<file path="src/rtl/status_led_sequencer_assert.svh">
// ----------------------------------------------------------------------------
// Status LED sequencer assertion macros
// Concurrent assertion shorthands. They compile to nothing under synthesis.
// ----------------------------------------------------------------------------
`ifndef STATUS_LED_SEQUENCER_ASSERT_SVH
`define STATUS_LED_SEQUENCER_ASSERT_SVH

`ifndef SYNTHESIS

// Same-cycle implication, checked at every rising clock edge outside reset.
`define SLS_ASSERT_SAME(label, clk, rst, ante, cons) \
   label: assert property (@(posedge clk) disable iff (rst) (ante) |-> (cons)) \
      else $error("status_led_sequencer assertion failed");

// Next-cycle implication, checked at every rising clock edge outside reset.
`define SLS_ASSERT_NEXT(label, clk, rst, ante, cons) \
   label: assert property (@(posedge clk) disable iff (rst) (ante) |=> (cons)) \
      else $error("status_led_sequencer assertion failed");

`else

`define SLS_ASSERT_SAME(label, clk, rst, ante, cons)
`define SLS_ASSERT_NEXT(label, clk, rst, ante, cons)

`endif

`endif

</file>
<file path="src/rtl/sls_pkg.sv">
// ----------------------------------------------------------------------------
// Status LED sequencer package
// Shared types, command codes and reset constants.
// ----------------------------------------------------------------------------
package sls_pkg;

   localparam int unsigned CsrIndexWidth = 2;
   localparam int unsigned CsrDataWidth  = 16;

   typedef enum logic [CsrIndexWidth-1:0] {
      CSR_BLINK_PERIOD   = 2'd0,
      CSR_WARNING_PERIOD = 2'd1,
      CSR_WARNING_TOGGLES = 2'd2,
      CSR_INACTIVE_DUTY  = 2'd3
   } csr_index_type;

   typedef enum logic [2:0] {
      FUNC_TICK           = 3'd0,
      FUNC_SET_READY      = 3'd1,
      FUNC_SET_RUNNING    = 3'd2,
      FUNC_SET_ERROR      = 3'd3,
      FUNC_MOTOR_STARTING = 3'd4,
      FUNC_SET_INACTIVE   = 3'd5
   } func_type;

   localparam logic [15:0] BlinkPeriodReset    = 16'd250;
   localparam logic [15:0] WarningPeriodReset  = 16'd50;
   localparam logic [7:0]  WarningTogglesReset = 8'd25;
   localparam logic [7:0]  InactiveDutyReset   = 8'd7;

   typedef struct packed {
      func_type func;
      logic     flag;
   } req_type;

   typedef struct packed {
      logic       run_led;
      logic       fault_led;
      logic       duty_write;
      logic [7:0] duty_value;
      logic       pwm_setup;
      logic       pwm_low_freq;
   } rsp_type;

   typedef struct packed {
      logic [15:0] blink_period_ms;
      logic [15:0] warning_period_ms;
      logic [7:0]  warning_toggles;
      logic [7:0]  inactive_duty;
   } cfg_type;

   typedef struct packed {
      logic [15:0] elapsed;
      logic        running_mode;
      logic        toggle_phase;
      logic        led_pin;
      logic        error_pin;
      logic        motor_starting;
      logic [7:0]  warning_count;
      logic        inactive_mode;
      logic        inactive_phase;
   } state_type;

endpackage

</file>
<file path="src/rtl/sls_step.sv">
// ----------------------------------------------------------------------------
// Status LED sequencer step logic
// Next state and result for one request, computed from the current state.
// ----------------------------------------------------------------------------
module sls_step (
   input  sls_pkg::state_type cur_state,
   input  sls_pkg::cfg_type   cfg,
   input  sls_pkg::req_type   req,
   output sls_pkg::state_type nxt_state,
   output sls_pkg::rsp_type   rsp
);

   logic [15:0] elapsed_inc;
   logic        slow_step;
   logic        warn_step;

   assign elapsed_inc = cur_state.elapsed + 16'd1;
   assign slow_step   = elapsed_inc > cfg.blink_period_ms;
   assign warn_step   = cur_state.motor_starting && (elapsed_inc > cfg.warning_period_ms);

   always_comb begin
      nxt_state        = cur_state;
      rsp.duty_write   = 1'b0;
      rsp.duty_value   = 8'd0;
      rsp.pwm_setup    = 1'b0;
      rsp.pwm_low_freq = 1'b0;

      case (req.func)
         sls_pkg::FUNC_TICK: begin
            nxt_state.elapsed = elapsed_inc;
            // Both steps test the incremented count, so both may fire together.
            if (slow_step) begin
               if (cur_state.running_mode) begin
                  nxt_state.toggle_phase = ~nxt_state.toggle_phase;
                  nxt_state.led_pin      = nxt_state.toggle_phase;
               end
               if (cur_state.inactive_mode) begin
                  rsp.duty_write           = 1'b1;
                  rsp.duty_value           = cur_state.inactive_phase ? 8'd0 : cfg.inactive_duty;
                  nxt_state.inactive_phase = ~cur_state.inactive_phase;
               end
               nxt_state.elapsed = 16'd0;
            end
            if (warn_step) begin
               if (cur_state.warning_count < cfg.warning_toggles) begin
                  nxt_state.toggle_phase  = ~nxt_state.toggle_phase;
                  nxt_state.led_pin       = nxt_state.toggle_phase;
                  nxt_state.elapsed       = 16'd0;
                  nxt_state.warning_count = cur_state.warning_count + 8'd1;
               end else begin
                  nxt_state.warning_count  = 8'd0;
                  nxt_state.motor_starting = 1'b0;
                  nxt_state.toggle_phase   = 1'b1;
                  nxt_state.led_pin        = 1'b1;
               end
            end
         end
         sls_pkg::FUNC_SET_READY: begin
            nxt_state.running_mode = 1'b0;
            nxt_state.led_pin      = req.flag;
            nxt_state.error_pin    = 1'b0;
         end
         sls_pkg::FUNC_SET_RUNNING: begin
            nxt_state.running_mode = req.flag;
            nxt_state.error_pin    = 1'b0;
         end
         sls_pkg::FUNC_SET_ERROR: begin
            nxt_state.error_pin = req.flag;
            if (req.flag) begin
               nxt_state.running_mode = 1'b0;
               nxt_state.led_pin      = 1'b0;
            end
         end
         sls_pkg::FUNC_MOTOR_STARTING: begin
            nxt_state.motor_starting = 1'b1;
         end
         sls_pkg::FUNC_SET_INACTIVE: begin
            nxt_state.inactive_mode  = req.flag;
            nxt_state.inactive_phase = 1'b0;
            nxt_state.running_mode   = 1'b0;
            nxt_state.error_pin      = 1'b0;
            rsp.pwm_setup            = 1'b1;
            if (req.flag) begin
               // Entering inactive mode drops the LED and cancels any warning.
               rsp.pwm_low_freq         = 1'b0;
               nxt_state.led_pin        = 1'b0;
               nxt_state.warning_count  = 8'd0;
               nxt_state.motor_starting = 1'b0;
            end else begin
               rsp.pwm_low_freq  = 1'b1;
               nxt_state.led_pin = 1'b1;
            end
         end
         default: begin
         end
      endcase

      rsp.run_led   = nxt_state.led_pin;
      rsp.fault_led = nxt_state.error_pin;
   end

endmodule

</file>
<file path="src/rtl/status_led_sequencer.sv">
// ----------------------------------------------------------------------------
// Status LED sequencer
// Result: registered in the output register, or in the skid register when the
// output is stalled. One request per cycle while the skid register is empty.
// Reset: synchronous; pins high, modes clear, registers at 250, 50, 25, 7.
// ----------------------------------------------------------------------------
`include "status_led_sequencer_assert.svh"

module status_led_sequencer (
   input  logic                                  clock,
   input  logic                                  reset,
   input  logic                                  req_valid,
   output logic                                  req_stall,
   input  sls_pkg::req_type                      req_data,
   output logic                                  rsp_valid,
   input  logic                                  rsp_stall,
   output sls_pkg::rsp_type                      rsp_data,
   input  logic                                  csr_wen,
   input  logic [sls_pkg::CsrIndexWidth-1:0]     csr_index,
   input  logic [sls_pkg::CsrDataWidth-1:0]      csr_wdata
);

   // Config registers. Software is to write them only while the block is idle;
   // the block does not enforce it. Step logic reads them with no shadow copy.
   sls_pkg::cfg_type   cfg_ff;
   sls_pkg::cfg_type   cfg_in;

   // Sequencer state: elapsed counter, mode flags, phases and LED pins.
   sls_pkg::state_type state_ff;
   sls_pkg::state_type state_in;

   // Result of the step logic for the request at the input this cycle.
   sls_pkg::rsp_type   step_rsp;

   // Output register and a skid register behind it. The skid entry lets the
   // block take a request in the very cycle the result side stalls, and the
   // input stall is then raised from a register rather than from rsp_stall.
   logic               out_valid_ff;
   logic               out_valid_in;
   sls_pkg::rsp_type   out_data_ff;
   sls_pkg::rsp_type   out_data_in;
   logic               skid_valid_ff;
   logic               skid_valid_in;
   sls_pkg::rsp_type   skid_data_ff;
   sls_pkg::rsp_type   skid_data_in;

   logic               req_accept;
   logic               rsp_accept;
   logic               out_free;

   assign req_stall  = skid_valid_ff;
   assign req_accept = req_valid && !req_stall;
   assign rsp_valid  = out_valid_ff;
   assign rsp_data   = out_data_ff;
   assign rsp_accept = out_valid_ff && !rsp_stall;

   // The output register can take new data when it is empty or being drained.
   assign out_free   = !out_valid_ff || !rsp_stall;

   // ------------------------------------------------------------------------
   // Step logic: the whole update for one request is a short combinational
   // pass from the current state to the next state and the result.
   // ------------------------------------------------------------------------
   sls_step u_step (
      .cur_state (state_ff),
      .cfg       (cfg_ff),
      .req       (req_data),
      .nxt_state (state_in),
      .rsp       (step_rsp)
   );

   // ------------------------------------------------------------------------
   // Configuration writes. An index names one register; the write data is
   // truncated to the width of that register.
   // ------------------------------------------------------------------------
   always_comb begin
      cfg_in = cfg_ff;
      if (csr_wen) begin
         unique case (sls_pkg::csr_index_type'(csr_index))
            sls_pkg::CSR_BLINK_PERIOD:    cfg_in.blink_period_ms   = csr_wdata;
            sls_pkg::CSR_WARNING_PERIOD:  cfg_in.warning_period_ms = csr_wdata;
            sls_pkg::CSR_WARNING_TOGGLES: cfg_in.warning_toggles   = csr_wdata[7:0];
            sls_pkg::CSR_INACTIVE_DUTY:   cfg_in.inactive_duty     = csr_wdata[7:0];
            default: begin
            end
         endcase
      end
   end

   always_ff @(posedge clock) begin
      if (reset) begin
         cfg_ff.blink_period_ms   <= sls_pkg::BlinkPeriodReset;
         cfg_ff.warning_period_ms <= sls_pkg::WarningPeriodReset;
         cfg_ff.warning_toggles   <= sls_pkg::WarningTogglesReset;
         cfg_ff.inactive_duty     <= sls_pkg::InactiveDutyReset;
      end else begin
         cfg_ff <= cfg_in;
      end
   end

   // ------------------------------------------------------------------------
   // State register. It moves only when a request is accepted, so every
   // request sees exactly the state that the one before it left behind.
   // ------------------------------------------------------------------------
   always_ff @(posedge clock) begin
      if (reset) begin
         state_ff.elapsed        <= 16'd0;
         state_ff.running_mode   <= 1'b0;
         state_ff.toggle_phase   <= 1'b0;
         state_ff.led_pin        <= 1'b1;
         state_ff.error_pin      <= 1'b1;
         state_ff.motor_starting <= 1'b0;
         state_ff.warning_count  <= 8'd0;
         state_ff.inactive_mode  <= 1'b0;
         state_ff.inactive_phase <= 1'b0;
      end else if (req_accept) begin
         state_ff <= state_in;
      end
   end

   // ------------------------------------------------------------------------
   // Result path. Order is kept: a skid entry always holds a result that is
   // younger than the one in the output register, and it moves forward as
   // soon as the output register drains.
   // ------------------------------------------------------------------------
   always_comb begin
      out_valid_in  = out_valid_ff;
      out_data_in   = out_data_ff;
      skid_valid_in = skid_valid_ff;
      skid_data_in  = skid_data_ff;

      if (rsp_accept) begin
         out_valid_in = 1'b0;
      end

      if (skid_valid_ff) begin
         // No request is taken while the skid holds data.
         if (out_free) begin
            out_valid_in  = 1'b1;
            out_data_in   = skid_data_ff;
            skid_valid_in = 1'b0;
         end
      end else if (req_accept) begin
         if (out_free) begin
            out_valid_in = 1'b1;
            out_data_in  = step_rsp;
         end else begin
            skid_valid_in = 1'b1;
            skid_data_in  = step_rsp;
         end
      end
   end

   always_ff @(posedge clock) begin
      if (reset) begin
         out_valid_ff  <= 1'b0;
         skid_valid_ff <= 1'b0;
      end else begin
         out_valid_ff  <= out_valid_in;
         skid_valid_ff <= skid_valid_in;
      end
   end

   always_ff @(posedge clock) begin
      out_data_ff  <= out_data_in;
      skid_data_ff <= skid_data_in;
   end

   // ------------------------------------------------------------------------
   // Assertions.
   // ------------------------------------------------------------------------

   // The skid entry is only ever filled behind an occupied output register.
   `SLS_ASSERT_SAME(a_skid_behind_out, clock, reset, skid_valid_ff, out_valid_ff)

   // A request taken while the output is held back must land in the skid.
   `SLS_ASSERT_NEXT(a_stalled_accept_skids, clock, reset,
      req_accept && out_valid_ff && rsp_stall, skid_valid_ff)

   // A result without a duty write always reports a zero duty.
   `SLS_ASSERT_SAME(a_duty_zero_when_idle, clock, reset,
      out_valid_ff && !out_data_ff.duty_write, out_data_ff.duty_value == 8'd0)

   // A result without a PWM setup never selects the low frequency.
   `SLS_ASSERT_SAME(a_pwm_low_needs_setup, clock, reset,
      out_valid_ff && !out_data_ff.pwm_setup, !out_data_ff.pwm_low_freq)

endmodule

</file>
<file path="config.mk">
export PLATFORM = sky130hd
export DESIGN_NAME = status_led_sequencer
export DESIGN_NICKNAME = d
export VERILOG_FILES = /design/src/rtl/sls_pkg.sv /design/src/rtl/sls_step.sv /design/src/rtl/status_led_sequencer.sv
export VERILOG_INCLUDE_DIRS = /design/src /design/src/rtl
export SDC_FILE = /design/constraint.sdc
export NUM_CORES = 1
export LEC_CHECK = 0
export BUFFER_PORTS_ARGS = -buffer_cell sky130_fd_sc_hd__buf_2
export CAP_MARGIN = 20
export CORE_ASPECT_RATIO = 0.5
export CORE_MARGIN = 10
export CORE_UTILIZATION = 60
export DETAILED_ROUTE_END_ITERATION = 8
export HOLD_SLACK_MARGIN = 0.02
export PLACE_DENSITY = 0.91
export SETUP_SLACK_MARGIN = 0.15
export SLEW_MARGIN = 20
export SYNTH_ARGS = -nofsm -noshare
export SYNTH_HDL_FRONTEND = slang
export SYNTH_SLANG_ARGS = --single-unit
</file>
<file path="constraint.sdc">
create_clock -name clock -period 5.1 [get_ports clock]
set_input_delay 1.02 -clock clock [delete_from_list [all_inputs] [get_ports clock]]
set_output_delay 1.02 -clock clock [all_outputs]
set_load 0.02 [all_outputs]
</file>
==> summary.txt <==
Status
  – Outcome: finished, final reports clean

Final layout
  – Most frequent standard cell in the layout excluding fill and tap cells: sky130_fd_sc_hd__nand2_1
  – Final nets: 752
  – Number of fill cells: 627
  – Area growth, synth to finish: 12.6%
  – Ratio of cells with drive above 1 in the final layout: 12.2%
  – Count of antenna diodes in the layout: 0
  – Leading cell types in the layout, fill and taps excluded: sky130_fd_sc_hd__nand2_1 (107), sky130_fd_sc_hd__dfxtp_1 (81), sky130_fd_sc_hd__a21oi_1 (68)
  – Post-Layout Cell Count: 806

Critical path
  – Critical Path Max Stage Delay: 0.46 ns
  – Sequence of cells on the critical path: nand4_1 -> nor3_1 -> buf_4 -> and4_1 -> and3_1 -> nand3_1 -> xnor2_1 -> ha_1 -> nand4_1 -> or3_1 -> a21o_1 -> a21oi_2 -> buf_4 -> and3_1 -> nand2b_2 -> o31ai_1
  – Depth of the worst register-to-register path: 16
  – Endpoint required time on the critical path: 5.26 ns
  – Bufs and invs on worst path: 2
  – Crit Reg-Reg Startpoint: state_ff[17]
  – Standard cell with the maximum stage delay on the critical path: sky130_fd_sc_hd__or3_1
  – Crit Path Class: reg -> reg
  – Worst EP arrival: 4.88 ns
  – Worst r2r dst: rsp_data[5]
  – Slack of the worst reg-to-reg path: 0.38 ns
  – CP max FO: 16
  – Category of cells accounting for the largest share of critical-path delay: simple AND/OR/NAND/NOR gates
  – Category of the worst setup path capture point: flop
  – Sort of element at the start of the critical path: flop

STA
  – Worst Tran Pin Value: 0.900 ns
  – Worst relative slew slack: 39.9%
  – Setup repair after global routing missed its margin: false
  – Setup total negative slack: 0 ns
  – Final worst clock skew: 0.00612 ns
  – Final Hold Viols: 0
  – Count of final setup violators: 0
  – Final Critical Period: 4.72 ns
  – Slew Viols, Final: 0
  – Tcrit/Tclk final: 92.6%
  – Max Fclk: 0.212 GHz

Drt
  – ANT nets after route: 0
  – Max layer used: met4
  – Number of design-rule violations left by the first detailed-router iteration: 538
  – Met3 wire length: 1.20 mm
  – DR WL/cell: 17.3 µm
  – Total Wirelength: 14.0 mm
  – Vias/cell: 6.14
  – Met2 routed wirelength: 6.64 mm
  – Total number of vias: 4948
  – Number of remaining DRC errors: 0
  – Total iterations of the first detailed-routing run: 5
  – Length of routed wiring on met1: 5.69 mm

Synthesis
  – Post-synthesis sequential element count: 107
  – Netlist area before placement: 5620 µm²
  – Avg Synthesized Cell Area: 8.60 µm²
  – Number of instances in the synthesized netlist: 653
  – Top_reg_cell synth: sky130_fd_sc_hd__dfxtp_1
  – Top cell type by total area after synthesis: sky130_fd_sc_hd__dfxtp_1
  – Post-synth EDFFs: 26
  – Cell types occupying the most area after synthesis: sky130_fd_sc_hd__dfxtp_1 (29%), sky130_fd_sc_hd__edfxtp_1 (14%), sky130_fd_sc_hd__ha_1 (9.1%)
  – Proportion of register bits with asynchronous set or reset after synthesis: 0%
  – Synthesized net count: 721
  – Post-synth cell types: 59
  – Seq/Total Area, Yosys: 42.8%
  – Area share of the largest cell type after synthesis: 28.9%
  – Number of warnings printed during yosys synthesis: 0

Pwr
  – Sequential share of power: 48.2%
  – Pwr dens: 298 nW/µm²
  – Internal power of the cells: 1460 µW
  – Net load switching power: 426 µW
  – Maximum vdd drop: 173 µV
  – Switching share of power: 22.6%
  – LEAKAGE: 0.00254 µW
  – Part of the power in combinational logic: 8.4%
  – Fraction of power consumed by the clock network: 43.4%

Clock network
  – CTS clock-pin slew for the worst setup and hold paths: 0.07 ns
  – CTS sink cnt: 107
  – Max H-tree Level: 3
  – Number of hold-repair buffers added at the cts stage: 0
  – CTS buffer count: 9
  – Worst-Skew Late Latency: 0.35 ns
  – Clock tree from TritonCTS: done
  – Number of buffers between clock root and the deepest sink: 2
  – Library cell used as clock root buffer: sky130_fd_sc_hd__clkbuf_16

Placed design
  – Number of port buffers: 41
  – HPWL after DPL: 9.46 mm
  – Number of cells in the design after placement: 789
  – Placer's final routability congestion estimate: 0.906

GRT
  – Maximum number of pins on one net before global-route repair: 64
  – Number of global-route vias before repair: 4659
  – Combined global-route utilization of all metal layers: 19.5%
  – Total congestion overflow after global routing: 0
  – Initial antenna violation count: 0
  – Wire length of the first global-routing pass: 21.9 mm

Flow run
  – Number of max-cap violations: 0

Min path
  – Hold crit path type: reg -> reg
  – Beginning of the worst hold path: cfg_ff[30]
  – Worst Hold End: cfg_ff[30]
  – Hold path cells: 2

Die
  – Starting utilization of the core area: 63.0%
  – Count of boundary I/O pins: 42
  – Die Footprint: 13900 µm²
  – Standard-cell rows: 24
  – Core region area: 8920 µm²
  – DIE WIDTH: 157 µm
  – Die outline height: 88.4 µm
## Yosys cell counts (all sizes together), types with 4 or more instances
library cell	instances
o211ai	4
a31oi	10
nand3b	4
a211o	14
and3	6
or3	6
xnor2	10
mux2i	4
ha	41
nand4	9
edfxtp	26
nor2b	5
nand2	107
dfxtp	81
o31ai	10
o21ai	30
nor2	46
xor2	9
clkbuf	21
nand3	13
buf	8
nand2b	10
a21oi	71
nor3	7
inv	54
## per-layer routing
metal / track usage (%) / vias to the layer above
met3: 5.67 / 44
met1: 22.0 / 2310
met4: 7.91 / 0
met2: 34.6 / 235
met5: 0 / -
li1: - / 2359
## area by class of cell
type | count | area [µm²] | share of cell area, %
repair buffers | 48 | 258 | 4.07
multi-input cells | 464 | 2960 | 46.8
well taps | 117 | 146 | 2.31
flip-flops and latches | 107 | 2400 | 38.0
clock buffers | 12 | 258 | 4.07
clock inverters | 4 | 97.6 | 1.54
inverters | 54 | 203 | 3.20
## kinds of logic after synthesis
kind of cell | after synthesis | synth area share, %
AO/OA/AOI/OAI | 167 | 19.0
adder cells (fa/ha/maj) | 41 | 9.13
AND/OR/NAND/NOR | 230 | 19.2
multiplexers | 6 | 1.11
flip-flops | 107 | 42.8
buffers and inverters | 83 | 5.84
XOR/XNOR | 19 | 2.96
## power groups by stage
stage,Combinational [µW],Sequential (µW),Clock [µW]
after floorplan,92.1,933,0
after global placement,142,925,0
after detailed placement,150,927,0
after CTS,153,908,814
after global routing,174,910,850
final,158,908,818
## repair_timing
item                                    in CTS  in global routing
setup buffers                                0                  0
endpoints found under the setup margin       0                 31
gates resized for setup                      0                  8
## worst max-delay path by stage
| stage | startpoint | end | cells past startpoint |
|---|---|---|---|
| after floorplan | state_ff[15] | state_ff[22] | 16 |
| after global placement | state_ff[15] | state_ff[22] | 14 |
| after detailed placement | state_ff[15] | state_ff[22] | 14 |
| after CTS | state_ff[15] | state_ff[21] | 14 |
| after global routing | state_ff[17] | rsp_data[7] | 16 |
| final | state_ff[17] | rsp_data[5] | 16 |
## metrics by stage
step	hold slack, ns	total power (µW)	setup WS [ns]	cell area, µm²	utilization [%]
2_1_floorplan	0.433	1030	0.991	5620	-
5_1_grt	0.473	1930	0.0962	6330	70.9
6_report	0.455	1880	0.377	6330	70.9
4_1_cts	0.456	1870	0.160	6260	70.2
3_5_place_dp	0.447	1080	0.263	5900	66.2
3_3_place_gp	0.443	1070	0.394	5900	66.2
## worst register-to-register path: stages, from the launching register on
cell	delay, ns
sky130_fd_sc_hd__dfxtp_1	0.44
sky130_fd_sc_hd__nand4_1	0.19
sky130_fd_sc_hd__nor3_1	0.31
sky130_fd_sc_hd__buf_4	0.21
sky130_fd_sc_hd__and4_1	0.27
sky130_fd_sc_hd__and3_1	0.27
sky130_fd_sc_hd__nand3_1	0.13
sky130_fd_sc_hd__xnor2_1	0.20
sky130_fd_sc_hd__ha_1	0.35
sky130_fd_sc_hd__nand4_1	0.19
sky130_fd_sc_hd__or3_1	0.46
sky130_fd_sc_hd__a21o_1	0.23
sky130_fd_sc_hd__a21oi_2	0.33
sky130_fd_sc_hd__buf_4	0.21
sky130_fd_sc_hd__and3_1	0.22
sky130_fd_sc_hd__nand2b_2	0.21
sky130_fd_sc_hd__o31ai_1	0.30
## registers in the layout, indices dropped and copies added, names as in the netlist
signal and cells:
cfg_ff 48, rsp_valid 1, state_ff 31, req_stall 1
skid_data_ff 13, rsp_data 13
Power figures use the tool's default switching activity.
